**src/sv/sacl_pkg.sv**
```systemverilog
// Package for the alarm change logger: sizes, codes, types and the reset masks.
package sacl_pkg;

	localparam int HIST_DEPTH = 8;
	localparam int NUM_GROUPS = 12;

	// Fixed visible read window and group code space
	localparam int READ_SLOTS = 8;
	localparam int GROUP_CODES = 16;

	typedef logic [1:0]        op_t;
	typedef logic [3:0]        group_t;
	typedef logic [31:0]       word_t;
	typedef logic signed [8:0] amount_t;
	typedef logic [2:0]        ridx_t;
	typedef logic [7:0]        count_t;
	typedef logic [1:0]        cfg_idx_t;

	// Operation codes
	localparam op_t OP_SAMPLE   = 2'd0;
	localparam op_t OP_WATCHDOG = 2'd1;
	localparam op_t OP_AMEND    = 2'd2;
	localparam op_t OP_READ     = 2'd3;

	// Register indexes
	localparam cfg_idx_t REG_MASK_0_5  = 2'd0;
	localparam cfg_idx_t REG_MASK_6    = 2'd1;
	localparam cfg_idx_t REG_MASK_7    = 2'd2;
	localparam cfg_idx_t REG_THRESHOLD = 2'd3;

	localparam word_t  MASK_0_5_RST  = 32'h0000_2490;
	localparam word_t  MASK_6_RST    = 32'h0012_4800;
	localparam word_t  MASK_7_RST    = 32'h0E0E_0092;
	localparam count_t THRESHOLD_RST = 8'd3;

	localparam group_t WATCHDOG_GROUP = 4'd7;
	localparam word_t  WATCHDOG_WORD  = 32'hFFFF_FFFF;
	localparam count_t COUNT_MAX      = 8'd255;

	// One history entry
	typedef struct packed {
		group_t group;
		word_t  alarm;
	} hist_entry_t;

	// Control into each history cell
	typedef struct packed {
		logic        shift;
		hist_entry_t prev;
	} hist_ctl_t;

endpackage

```
**src/sv/sacl_hist_cell.sv**
```systemverilog
// One stage of the newest-first history shift register.
module sacl_hist_cell (
	input  logic                clk,
	input  logic                arst_n,
	input  sacl_pkg::hist_ctl_t ctl,
	output sacl_pkg::hist_entry_t nxt,
	output sacl_pkg::hist_entry_t cur
);
	import sacl_pkg::*;

	hist_entry_t entry_q;

	// Take the neighbour's entry on a push, else hold
	always_comb begin
		nxt = ctl.shift ? ctl.prev : entry_q;
	end

	always_ff @(posedge clk or negedge arst_n) begin
		if (!arst_n) begin
			entry_q <= '0;
		end else begin
			entry_q <= nxt;
		end
	end

	assign cur = entry_q;

endmodule

```
**src/sv/sacl_group_cell.sv**
```systemverilog
// Last recorded alarm word of one group, with its own equality compare.
module sacl_group_cell (
	input  logic            clk,
	input  logic            arst_n,
	input  logic            wr,
	input  sacl_pkg::word_t word,
	output logic            same
);
	import sacl_pkg::*;

	word_t last_q;

	// Compare the incoming word against the held one
	assign same = (last_q == word);

	// Record on a logged sample
	always_ff @(posedge clk or negedge arst_n) begin
		if (!arst_n) begin
			last_q <= '0;
		end else if (wr) begin
			last_q <= word;
		end
	end

endmodule

```
**src/sv/safety_alarm_change_logger.sv**
```systemverilog
// An accepted transaction's result is registered in the single output register. One
// transaction per cycle is taken except while that register is full and out_stall is
// high; the history row shifts and the group cells compare in the same cycle. Reset:
// asynchronous, active low; clears history, last words, count, fault flag and restores
// the ignore masks and threshold to their defaults. No clearing pass is needed.
module safety_alarm_change_logger (
	input  logic                 clk,
	input  logic                 arst_n,
	input  logic                 in_valid,
	output logic                 in_stall,
	input  sacl_pkg::op_t        op,
	input  sacl_pkg::group_t     group,
	input  sacl_pkg::word_t      alarm_word,
	input  sacl_pkg::amount_t    amount,
	input  logic                 normal_voltage,
	input  logic                 ign_off_window,
	input  sacl_pkg::ridx_t      read_index,
	output logic                 out_valid,
	input  logic                 out_stall,
	output logic                 logged,
	output sacl_pkg::count_t     error_count,
	output logic                 hw_fault,
	output sacl_pkg::group_t     entry_group,
	output sacl_pkg::word_t      entry_alarm,
	input  logic                 cfg_valid,
	output logic                 cfg_ready,
	input  sacl_pkg::cfg_idx_t   cfg_index,
	input  sacl_pkg::word_t      cfg_data
);
	import sacl_pkg::*;

	word_t  mask_0_5_q;
	word_t  mask_6_q;
	word_t  mask_7_q;
	count_t thr_q;
	count_t cnt_q;
	logic   fault_q;

	logic        out_valid_q;
	logic        logged_q;
	count_t      count_q;
	logic        hw_fault_q;
	hist_entry_t entry_q;

	logic        acc;
	logic        sample_en;
	logic        group_ok;
	word_t       mask;
	logic        do_log;
	logic        do_wd;
	logic        push;
	hist_entry_t push_entry;
	count_t      cnt_nxt;
	logic        fault_nxt;
	logic signed [9:0] amend_sum;
	logic [GROUP_CODES-1:0] same_all;
	logic [NUM_GROUPS-1:0]  same_vec;

	hist_ctl_t   hctl [HIST_DEPTH];
	hist_entry_t hnxt [HIST_DEPTH];
	hist_entry_t hcur [HIST_DEPTH];
	hist_entry_t read_slot [READ_SLOTS];

	// Accept while the output register is free or being drained
	assign in_stall  = out_valid_q && out_stall;
	assign acc       = in_valid && !in_stall;
	assign cfg_ready = 1'b1;

	// Configuration registers
	always_ff @(posedge clk or negedge arst_n) begin
		if (!arst_n) begin
			mask_0_5_q <= MASK_0_5_RST;
			mask_6_q   <= MASK_6_RST;
			mask_7_q   <= MASK_7_RST;
			thr_q      <= THRESHOLD_RST;
		end else if (cfg_valid && cfg_ready) begin
			unique case (cfg_index)
				REG_MASK_0_5:  mask_0_5_q <= cfg_data;
				REG_MASK_6:    mask_6_q   <= cfg_data;
				REG_MASK_7:    mask_7_q   <= cfg_data;
				REG_THRESHOLD: thr_q      <= cfg_data[7:0];
				default:       thr_q      <= thr_q;
			endcase
		end
	end

	// Select the ignore mask of the sampled group
	always_comb begin
		if (group <= 4'd5) begin
			mask = mask_0_5_q;
		end else if (group == 4'd6) begin
			mask = mask_6_q;
		end else if (group == 4'd7) begin
			mask = mask_7_q;
		end else begin
			mask = '0;
		end
	end

	// Row of group cells
	for (genvar g = 0; g < NUM_GROUPS; g++) begin : g_grp
		sacl_group_cell u_grp (
			.clk    (clk),
			.arst_n (arst_n),
			.wr     (do_log && (group == 4'(g))),
			.word   (alarm_word),
			.same   (same_vec[g])
		);
	end

	always_comb begin
		same_all = '0;
		for (int g = 0; g < NUM_GROUPS; g++) begin
			same_all[g] = same_vec[g];
		end
	end

	// Decide whether this transaction pushes a history entry
	assign sample_en = acc && (op == OP_SAMPLE) && normal_voltage && ign_off_window;
	assign group_ok  = (32'(group) < NUM_GROUPS);
	assign do_log    = sample_en && group_ok && ((alarm_word & ~mask) != '0)
		&& !same_all[group];
	assign do_wd     = acc && (op == OP_WATCHDOG) && normal_voltage;
	assign push      = do_log || do_wd;

	always_comb begin
		push_entry.group = do_wd ? WATCHDOG_GROUP : group;
		push_entry.alarm = do_wd ? WATCHDOG_WORD : alarm_word;
	end

	// Advance the error count: saturating increment or clamped amend
	assign amend_sum = $signed({2'b00, cnt_q}) + 10'(amount);

	always_comb begin
		cnt_nxt = cnt_q;
		if (push) begin
			cnt_nxt = (cnt_q == COUNT_MAX) ? COUNT_MAX : cnt_q + 8'd1;
		end else if (acc && (op == OP_AMEND)) begin
			if (amend_sum < 0) begin
				cnt_nxt = '0;
			end else if (amend_sum > $signed(10'(COUNT_MAX))) begin
				cnt_nxt = COUNT_MAX;
			end else begin
				cnt_nxt = amend_sum[7:0];
			end
		end
	end

	assign fault_nxt = sample_en ? (cnt_nxt > thr_q) : fault_q;

	always_ff @(posedge clk or negedge arst_n) begin
		if (!arst_n) begin
			cnt_q   <= '0;
			fault_q <= 1'b0;
		end else begin
			cnt_q   <= cnt_nxt;
			fault_q <= fault_nxt;
		end
	end

	// Chain of history cells, each fed by its neighbour
	for (genvar k = 0; k < HIST_DEPTH; k++) begin : g_hist
		if (k == 0) begin : g_head
			assign hctl[k] = '{shift: push, prev: push_entry};
		end else begin : g_body
			assign hctl[k] = '{shift: push, prev: hcur[k-1]};
		end
		sacl_hist_cell u_cell (
			.clk    (clk),
			.arst_n (arst_n),
			.ctl    (hctl[k]),
			.nxt    (hnxt[k]),
			.cur    (hcur[k])
		);
	end

	// Read window over the updated history; slots past the depth read as zero
	always_comb begin
		for (int k = 0; k < READ_SLOTS; k++) begin
			read_slot[k] = '0;
			if (k < HIST_DEPTH) begin
				read_slot[k] = hnxt[k];
			end
		end
	end

	// Output register
	always_ff @(posedge clk or negedge arst_n) begin
		if (!arst_n) begin
			out_valid_q <= 1'b0;
		end else if (acc) begin
			out_valid_q <= 1'b1;
		end else if (!out_stall) begin
			out_valid_q <= 1'b0;
		end
	end

	always_ff @(posedge clk) begin
		if (acc) begin
			logged_q   <= push;
			count_q    <= cnt_nxt;
			hw_fault_q <= fault_nxt;
			entry_q    <= read_slot[read_index];
		end
	end

	assign out_valid   = out_valid_q;
	assign logged      = logged_q;
	assign error_count = count_q;
	assign hw_fault    = hw_fault_q;
	assign entry_group = entry_q.group;
	assign entry_alarm = entry_q.alarm;

	// Checks
	a_result_follows: assert property (@(posedge clk) disable iff (!arst_n)
		acc |=> out_valid_q)
		else $error("accepted transaction produced no result");

	a_count_falls_on_amend_only: assert property (@(posedge clk) disable iff (!arst_n)
		(acc && (op != OP_AMEND)) |=> (cnt_q >= $past(cnt_q)))
		else $error("error count dropped without an amend");

	a_fault_on_sample_only: assert property (@(posedge clk) disable iff (!arst_n)
		!sample_en |=> (fault_q == $past(fault_q)))
		else $error("fault flag changed outside a status sample");

	a_push_lands_at_head: assert property (@(posedge clk) disable iff (!arst_n)
		push |=> (hcur[0] == $past(push_entry)))
		else $error("pushed entry not at history head");

endmodule
```
**config.mk**
```make
export PLATFORM = sky130hd
export DESIGN_NAME = safety_alarm_change_logger
export DESIGN_NICKNAME = d
export VERILOG_FILES = /design/src/sv/sacl_pkg.sv /design/src/sv/sacl_hist_cell.sv /design/src/sv/sacl_group_cell.sv /design/src/sv/safety_alarm_change_logger.sv
export SDC_FILE = /design/constraint.sdc
export NUM_CORES = 2
export LEC_CHECK = 0
export BUFFER_PORTS_ARGS = -buffer_cell sky130_fd_sc_hd__buf_2
export CORE_ASPECT_RATIO = 1.25
export CORE_MARGIN = 2
export CORE_UTILIZATION = 30
export CTS_CLUSTER_SIZE = 14
export DETAILED_ROUTE_END_ITERATION = 8
export GPL_ROUTABILITY_DRIVEN = 0
export PLACE_DENSITY = 0.46
export SYNTH_ARGS = -nofsm -noshare
export SYNTH_HDL_FRONTEND = slang
export SYNTH_SLANG_ARGS = --single-unit
```
**constraint.sdc**
```tcl
create_clock -name clk -period 6.26 [get_ports clk]
set_input_delay 0.313 -clock clk [delete_from_list [all_inputs] [get_ports clk]]
set_output_delay 0.313 -clock clk [all_outputs]
set_load 0.01 [all_outputs]
```
* Word-level counts from Yosys, hierarchy flattened
Index checks and enable logic that the tools add are counted.
** Storage, ports and cells
- Flip-flop bits (word level) :: 832
- Word-level logic and storage cells :: 142
- Input port bits :: 91
** Cells by class
- Bitwise logic cells :: 3
- Multiplexer cells :: 26
- Add/sub/neg operators :: 2
- Reductions and logical operators :: 34
- $lt $le $gt $ge :: 7
- Equality and inequality tests :: 30
** Operators with widths (number)
- $eq A32 B32 Y1 :: 12
- $mux W36 :: 10
- $mux W32 :: 4
- $bmux W36 S3 :: 1
- $mux W8 :: 5
- $and A32 B32 Y32 :: 1
- $not A32 Y32 :: 1
- $reduce_bool A32 Y1 :: 1
- $logic_and A1 B1 Y1 :: 23
- $eq A4 B3 Y1 const B :: 4
- $eq A4 B4 Y1 const B :: 4
- $add A9 B9 Y10 :: 1
- $gt A10 B9 Y1 const B :: 1
- $lt A10 B1 Y1 const B :: 1
- $add A8 B1 Y8 const B :: 1
- $eq A4 B2 Y1 const B :: 2
- $eq A8 B8 Y1 const B :: 1
- $gt A8 B8 Y1 :: 1
- $reduce_and A2 Y1 :: 4
- $eq A2 B2 Y1 const B :: 3
- $lt A4 B5 Y1 const B :: 1
- $bmux W1 S4 :: 1
- $eq A2 B1 Y1 const B :: 2
- $eq A4 B1 Y1 const B :: 1
- other kinds (11) :: 16

* Logic depth before layout (Yosys ltp)
- Depth in word-level cells :: 14
- Mapped depth :: 24

* By module
A second synthesis with hierarchy kept.
** Unflattened totals
- Cell total of the unflattened synthesis :: 2702
- Area, all modules :: 40378.7 um^2
** By module, submodules not included
- sacl_group_cell :: instances 12, area an instance 1535.2 um^2, cells each 111
- sacl_hist_cell :: instances 8, area an instance 1490.2 um^2, cells each 76
- safety_alarm_change_logger :: instances 1, area an instance 10034.6 um^2, cells each 762

* Worst setup path after synthesis
No wires, ideal clock.
- Path type :: reg2reg
- From :: register out_valid_q (netlist: out_valid)
- To :: register hw_fault_q (netlist: hw_fault) (data pin)
- Data arrival time :: 4620 ps
- Required time :: 6000 ps
- Buffers on the path :: 1
- Setup slack :: 1380 ps
- Period minus slack after synthesis :: 4880 ps
- Cell stages (with the launch flop) :: 20
- Cells stage by stage :: dfrtp_1 -> nand2_1 -> and2_1 -> nor2b_1 -> nand3_1 -> a31oi_1 -> nor2b_1 -> a21oi_4 -> clkbuf_1 -> a21oi_1 -> nor2b_1 -> a21oi_1 -> ha_1 -> nor2b_1 -> o21a_1 -> o21ai_0 -> nand2b_1 -> a21oi_1 -> o21ai_0 -> a22o_1
** Between the ends
- Longest elaborated chain between the ends :: 13
- Elaborated cells on any way between the ends :: 17
- Those cells by class :: 1 x order compare; 3 x mux; 13 x reduce/logical
** RTL lines
- from (decl) :: line safety_alarm_change_logger.sv:39 : logic out_valid_q;
- from (signal assigned) :: line safety_alarm_change_logger.sv:190 : out_valid_q <= 1'b0;
- from (signal assigned) :: line safety_alarm_change_logger.sv:192 : out_valid_q <= 1'b1;
- from (signal assigned) :: line safety_alarm_change_logger.sv:194 : out_valid_q <= 1'b0;
- $logic_and A1 B1 Y1 * :: line safety_alarm_change_logger.sv:65 : assign in_stall = out_valid_q && out_stall;
- $logic_not A1 Y1 * :: line safety_alarm_change_logger.sv:66 : assign acc = in_valid && !in_stall;
- $logic_and A1 B1 Y1 * :: line safety_alarm_change_logger.sv:66
- named net acc :: line safety_alarm_change_logger.sv:45 : logic acc;
- $logic_and A1 B1 Y1 (3 in a row) :: line safety_alarm_change_logger.sv:119 : assign sample_en = acc && (op == OP_SAMPLE) && normal_voltage && ign_off_window;
- $logic_and A1 B1 Y1 (2 in a row) :: line safety_alarm_change_logger.sv:121 : assign do_log = sample_en && group_ok && ((alarm_word & ~mask) != '0)
- $logic_and A1 B1 Y1 :: line safety_alarm_change_logger.sv:122 : && !same_all[group];
- $logic_or A1 B1 Y1 :: line safety_alarm_change_logger.sv:124 : assign push = do_log || do_wd;
- $mux W8 * :: line safety_alarm_change_logger.sv:136 : if (push) begin
- named net cnt_nxt[1] :: line safety_alarm_change_logger.sv:53 : count_t cnt_nxt;
- $gt A8 B8 Y1 * :: line safety_alarm_change_logger.sv:149 : assign fault_nxt = sample_en ? (cnt_nxt > thr_q) : fault_q;
- $mux W1 * :: line safety_alarm_change_logger.sv:149
- named net fault_nxt :: line safety_alarm_change_logger.sv:54 : logic fault_nxt;
- to (signal assigned) :: line safety_alarm_change_logger.sv:202 : hw_fault_q <= fault_nxt;
- to (decl) :: line safety_alarm_change_logger.sv:42 : logic hw_fault_q;
Mark *: on every way through the listed nets, which the timed path passes. The rest lies on a longest branch.
A chain may end at the register's enable or synchronous reset.

* Final worst setup path
- From :: register g_grp[10].u_grp.last_q[17]
- To :: register hw_fault_q (netlist: hw_fault) (data pin)
** Between the ends
- Longest elaborated chain between the ends :: 9
** RTL lines
- from (decl) :: line sacl_group_cell.sv:11 : word_t last_q;
- from (signal assigned) :: line sacl_group_cell.sv:21 : last_q <= word;
- $eq A32 B32 Y1 :: line sacl_group_cell.sv:14 : assign same = (last_q == word);
- $bmux W1 S4 :: line safety_alarm_change_logger.sv:122
- $mux W1 (implied by the code) :: line safety_alarm_change_logger.sv:122
- $logic_not A1 Y1 :: line safety_alarm_change_logger.sv:122
- $logic_and A1 B1 Y1 :: line safety_alarm_change_logger.sv:122
- $logic_or A1 B1 Y1 :: line safety_alarm_change_logger.sv:124
- $mux W8 :: line safety_alarm_change_logger.sv:136
- named net cnt_nxt[5] :: line safety_alarm_change_logger.sv:53
- $gt A8 B8 Y1 :: line safety_alarm_change_logger.sv:149
- $mux W1 :: line safety_alarm_change_logger.sv:149
- named net fault_nxt :: line safety_alarm_change_logger.sv:54
The timed path passes the listed nets, and every way through them passes these cells. The select of a mux whose other input is x is not followed.

==> flow_metrics.env <==
export IMPL_kind_of_path_behind_the_tightest_hold_check="primary input to flip-flop"
export IMPL_die_y_um=412.6
export IMPL_postSynthNetCount=3609
export IMPL_syn_to_final_growth_pct=16.82
export IMPL_drtIter0Drc=1837
export IMPL_fin_nets=3749
export IMPL_power_density_cell_area_mw_per_mm2=320.9
export IMPL_die_width_um=330.9
export IMPL_hold_path_endpoint="cnt_q[4]"
export IMPL_period_minus_slack_ps=5017
export IMPL_synthesis_yosys_warnings=0
export IMPL_detailed_place_hpwl_um=82980
export IMPL_grt_start_max_net_pins=164
export IMPL_routed_wire_length_per_instance_um=23.23
export IMPL_cts_buffers=97
export IMPL_post_synthesis_average_cell_area_um2=11.45
export IMPL_antenna_found_initial=6
export IMPL_synth_enable_flop_cells=46
export IMPL_dominantRegCellSynth="sky130_fd_sc_hd__dfrtp_1"
export IMPL_rr_startpoint="g_grp[10].u_grp.last_q[17]"
export IMPL_synth_seq_cells=832
export IMPL_timing_hold_worst_path_depth=3
export IMPL_critPathKind="flip-flop to flip-flop"
export IMPL_finalClockSkew_ps=39.62
export IMPL_drv_slew=0
export IMPL_max_cap_viol_count=0
export IMPL_grt_pass1_vias=28612
export IMPL_cts_clk_slew_worst_paths_ps=60
export IMPL_synthMostInstantiatedCell="sky130_fd_sc_hd__dfrtp_1"
export IMPL_critical_path_arrival_ps=5450
export IMPL_holdCritStartpoint="op[1]"
export IMPL_reg2reg_to="hw_fault"
export IMPL_timing_reg2reg_worst_path_depth=18
export IMPL_post_synth_instance_area_mm2=0.04007
export IMPL_ys_types=75
export IMPL_clockRootBuffer="sky130_fd_sc_hd__clkbuf_16"
export IMPL_status="completed"
export IMPL_routed_wirelength_um=126800
export IMPL_irDropWorstVdd_mv=0.1978
export IMPL_coreArea_mm2=0.1322
export IMPL_global_route_usage_total_pct=18.73
export IMPL_core_rowCount=149
export IMPL_gate_count_of_the_mapped_netlist=3500
export IMPL_worstSetupStartpointType="flip-flop"
export IMPL_max_slew_margin_rel_pct=30.32
export IMPL_ioPinCount=140
export IMPL_ctsResizeCount=0
export IMPL_netlist_top_cells_area="sky130_fd_sc_hd__dfrtp_1 (48%), sky130_fd_sc_hd__mux2_2 (15%), sky130_fd_sc_hd__xor2_1 (4.3%)"
export IMPL_cts_num_sinks=832
export IMPL_portBuffers=138
export IMPL_remaining_global_route_overflow=0
export IMPL_htree_num_levels=3
export IMPL_clock_tree_from_tritoncts="yes"
export IMPL_dieArea_mm2=0.1365
export IMPL_worst_endpoint_required_ps=6690
export IMPL_yosysSeqAreaShare_pct=52.59
export IMPL_report_final_hold_viol_count=0
export IMPL_totalNegativeSetupSlack_ps=0
export IMPL_finalCritPeriodShare_pct=80.14
export IMPL_final_setup_viol_count=0
export IMPL_final_layout_size_suffix_gt1_share_pct=29.85
export IMPL_transition_time_of_the_tightest_slew_check_pin_ps=1045
export IMPL_fmaxAchievable_mhz=199.3
export IMPL_drc=0
export IMPL_max_clock_path_buffers=3
export IMPL_synth_top_cell_area_share_pct=47.90
export IMPL_synth_largest_area_cell="sky130_fd_sc_hd__dfrtp_1"
export IMPL_critical_path_fanouts_max=7
export IMPL_post_cts_setup_buffers=0
export IMPL_vias=27872
export IMPL_static_leakage_power_uw=0.02037
export IMPL_antenna_cells=0
export IMPL_r2r_slack_ps=1240
export IMPL_postSynth_asyncResetShare_pct=94.47
export IMPL_floorplan_initialDensity_pct=30.32
export IMPL_antenna_viol_nets_final=0
export IMPL_setup_repair_after_global_routing_missed_its_margin="false"
export IMPL_placedInstanceArea_mm2=0.04318
export IMPL_synth_cells_most_frequent="sky130_fd_sc_hd__dfrtp_1 (767), sky130_fd_sc_hd__mux2_2 (537), sky130_fd_sc_hd__nand2_1 (339), sky130_fd_sc_hd__o21ai_0 (294), sky130_fd_sc_hd__xor2_1 (199)"
export IMPL_detail_route_first_pass_iterations=5
export IMPL_endpoint_kind="flip-flop"
export IMPL_clkLatencyLatePin_ps=690
export IMPL_wire_length_of_the_first_global_routing_pass_um=191700
export IMPL_vias_per_cell=5.107
export IMPL_layout_cell_area_non_filler_mm2=0.04681
## layout by cell type (no fill, tap or decap), drive strengths merged, types with 7 or more instances in the layout
master       count
a211oi           9
a21o             8
a21oi           70
a221oi           9
a22oi           32
buf            286
bufinv           7
clkbuf         146
clkinv          24
dfrtp          767
dfstp           19
dlygate4sd3     35
edfxtp          46
ha              17
inv             68
mux2           537
mux2i           33
nand2          340
nand2b          14
nand3           24
nand4          122
nor2            77
nor2b           12
nor3            45
nor4            63
o21ai          295
o221a           87
o22ai           55
xnor2          188
xor2           199
## through the flow
step / util [%] / hold WS [ps] / instances / power (µW) / worst slack [ps]
finish: 35.42 / 107.3 / 5458 / 15020 / 1243
global route: 35.42 / 109.2 / 5458 / 15790 / 944.0
CTS: 35.42 / 79.01 / 5458 / 15220 / 1133
detailed placement: 32.67 / 395.2 / 5242 / 9287 / 518.7
global placement: 32.67 / 397.6 / 5242 / 9263 / 534.6
floorplan: - / 17.41 / 3500 / 8323 / 1380
## timing repair
action                                  in CTS  in global routing
endpoints found under the hold margin      180                  0
endpoints found under the setup margin       0                  0
hold buffers                                35                  0
## flip-flops by register name, summed over array words and instances (netlist names)
| signal | flops |
|---|---|
| mask_6_q | 32 |
| mask_7_q | 32 |
| g_hist.u_cell.cur | 288 |
| out_valid | 1 |
| logged | 1 |
| thr_q | 8 |
| hw_fault | 1 |
| g_grp.u_grp.last_q | 384 |
| mask_0_5_q | 32 |
| entry_group | 4 |
| fault_q | 1 |
| entry_alarm | 32 |
| cnt_q | 8 |
| error_count | 8 |
## routing by layer
metal / GRT usage (%) / wire length, µm / share of wire, %
met1: 25.71 / 58370 / 46
met5: 0 / 13 / 0.010
met3: 2.596 / 4873 / 3.8
met4: 5.413 / 3215 / 2.5
met2: 30.69 / 60300 / 48
## report_power, final
part | total, µW | switching (µW) | internal, µW
Clock | 5830 | 2360 | 3470
Combinational | 2250 | 1170 | 1080
Sequential | 6940 | 685 | 6250
Total | 15000 | 4220 | 10800
## worst max-delay path, cell delays in order, from the launching register on
cell and delay, ps:
sky130_fd_sc_hd__dfrtp_1 390, sky130_fd_sc_hd__xnor2_1 180, sky130_fd_sc_hd__nand4_1 220, sky130_fd_sc_hd__nor4_1 610, sky130_fd_sc_hd__a21oi_1 160, sky130_fd_sc_hd__nor3_1 540
sky130_fd_sc_hd__buf_4 200, sky130_fd_sc_hd__a31oi_1 130, sky130_fd_sc_hd__nor2b_1 240, sky130_fd_sc_hd__a21oi_4 320, sky130_fd_sc_hd__a21oi_1 100, sky130_fd_sc_hd__buf_4 180
sky130_fd_sc_hd__o21ai_0 70, sky130_fd_sc_hd__a21oi_1 90, sky130_fd_sc_hd__a311oi_1 560, sky130_fd_sc_hd__ha_1 360, sky130_fd_sc_hd__nand3_1 100, sky130_fd_sc_hd__o21ai_0 100
sky130_fd_sc_hd__a22o_1 200
## kinds of logic (layout without fill, tap and decap cells)
kind of cell | Yosys count | after routing | synth area share [%]
and+or+nand+nor | 722 | 722 | 8.543
muxes | 570 | 570 | 15.91
other | 1 | 1 | 0.009358
adders and majority gates | 18 | 18 | 0.5808
AOI/OAI and AO/OA | 625 | 625 | 10.32
xor gates and xnor gates | 387 | 387 | 8.477
buffers and inverters | 345 | 567 | 3.566
DFF | 832 | 832 | 52.59
## worst max-delay path by stage
stage	start	to	slack (ps)	cells past startpoint
after global placement	alarm_word[17]	hw_fault	530	22
after CTS	g_grp[10].u_grp.last_q[17]	hw_fault	1130	20
final	g_grp[10].u_grp.last_q[17]	hw_fault	1240	18
after floorplan	out_valid	hw_fault	1380	19
after detailed placement	alarm_word[17]	hw_fault	520	22
after global routing	g_grp[10].u_grp.last_q[17]	hw_fault	940	20
## area by class of cell
class	instances	area, µm²
clock buffer	146	2885
tap	1736	2172
inverter	65	251.5
multi-input combinational	2323	17690
fill	13172	85370
sequential	832	21070
clock inverter	35	392.9
timing repair buffer	321	2350
Power figures use the tool's default switching activity.
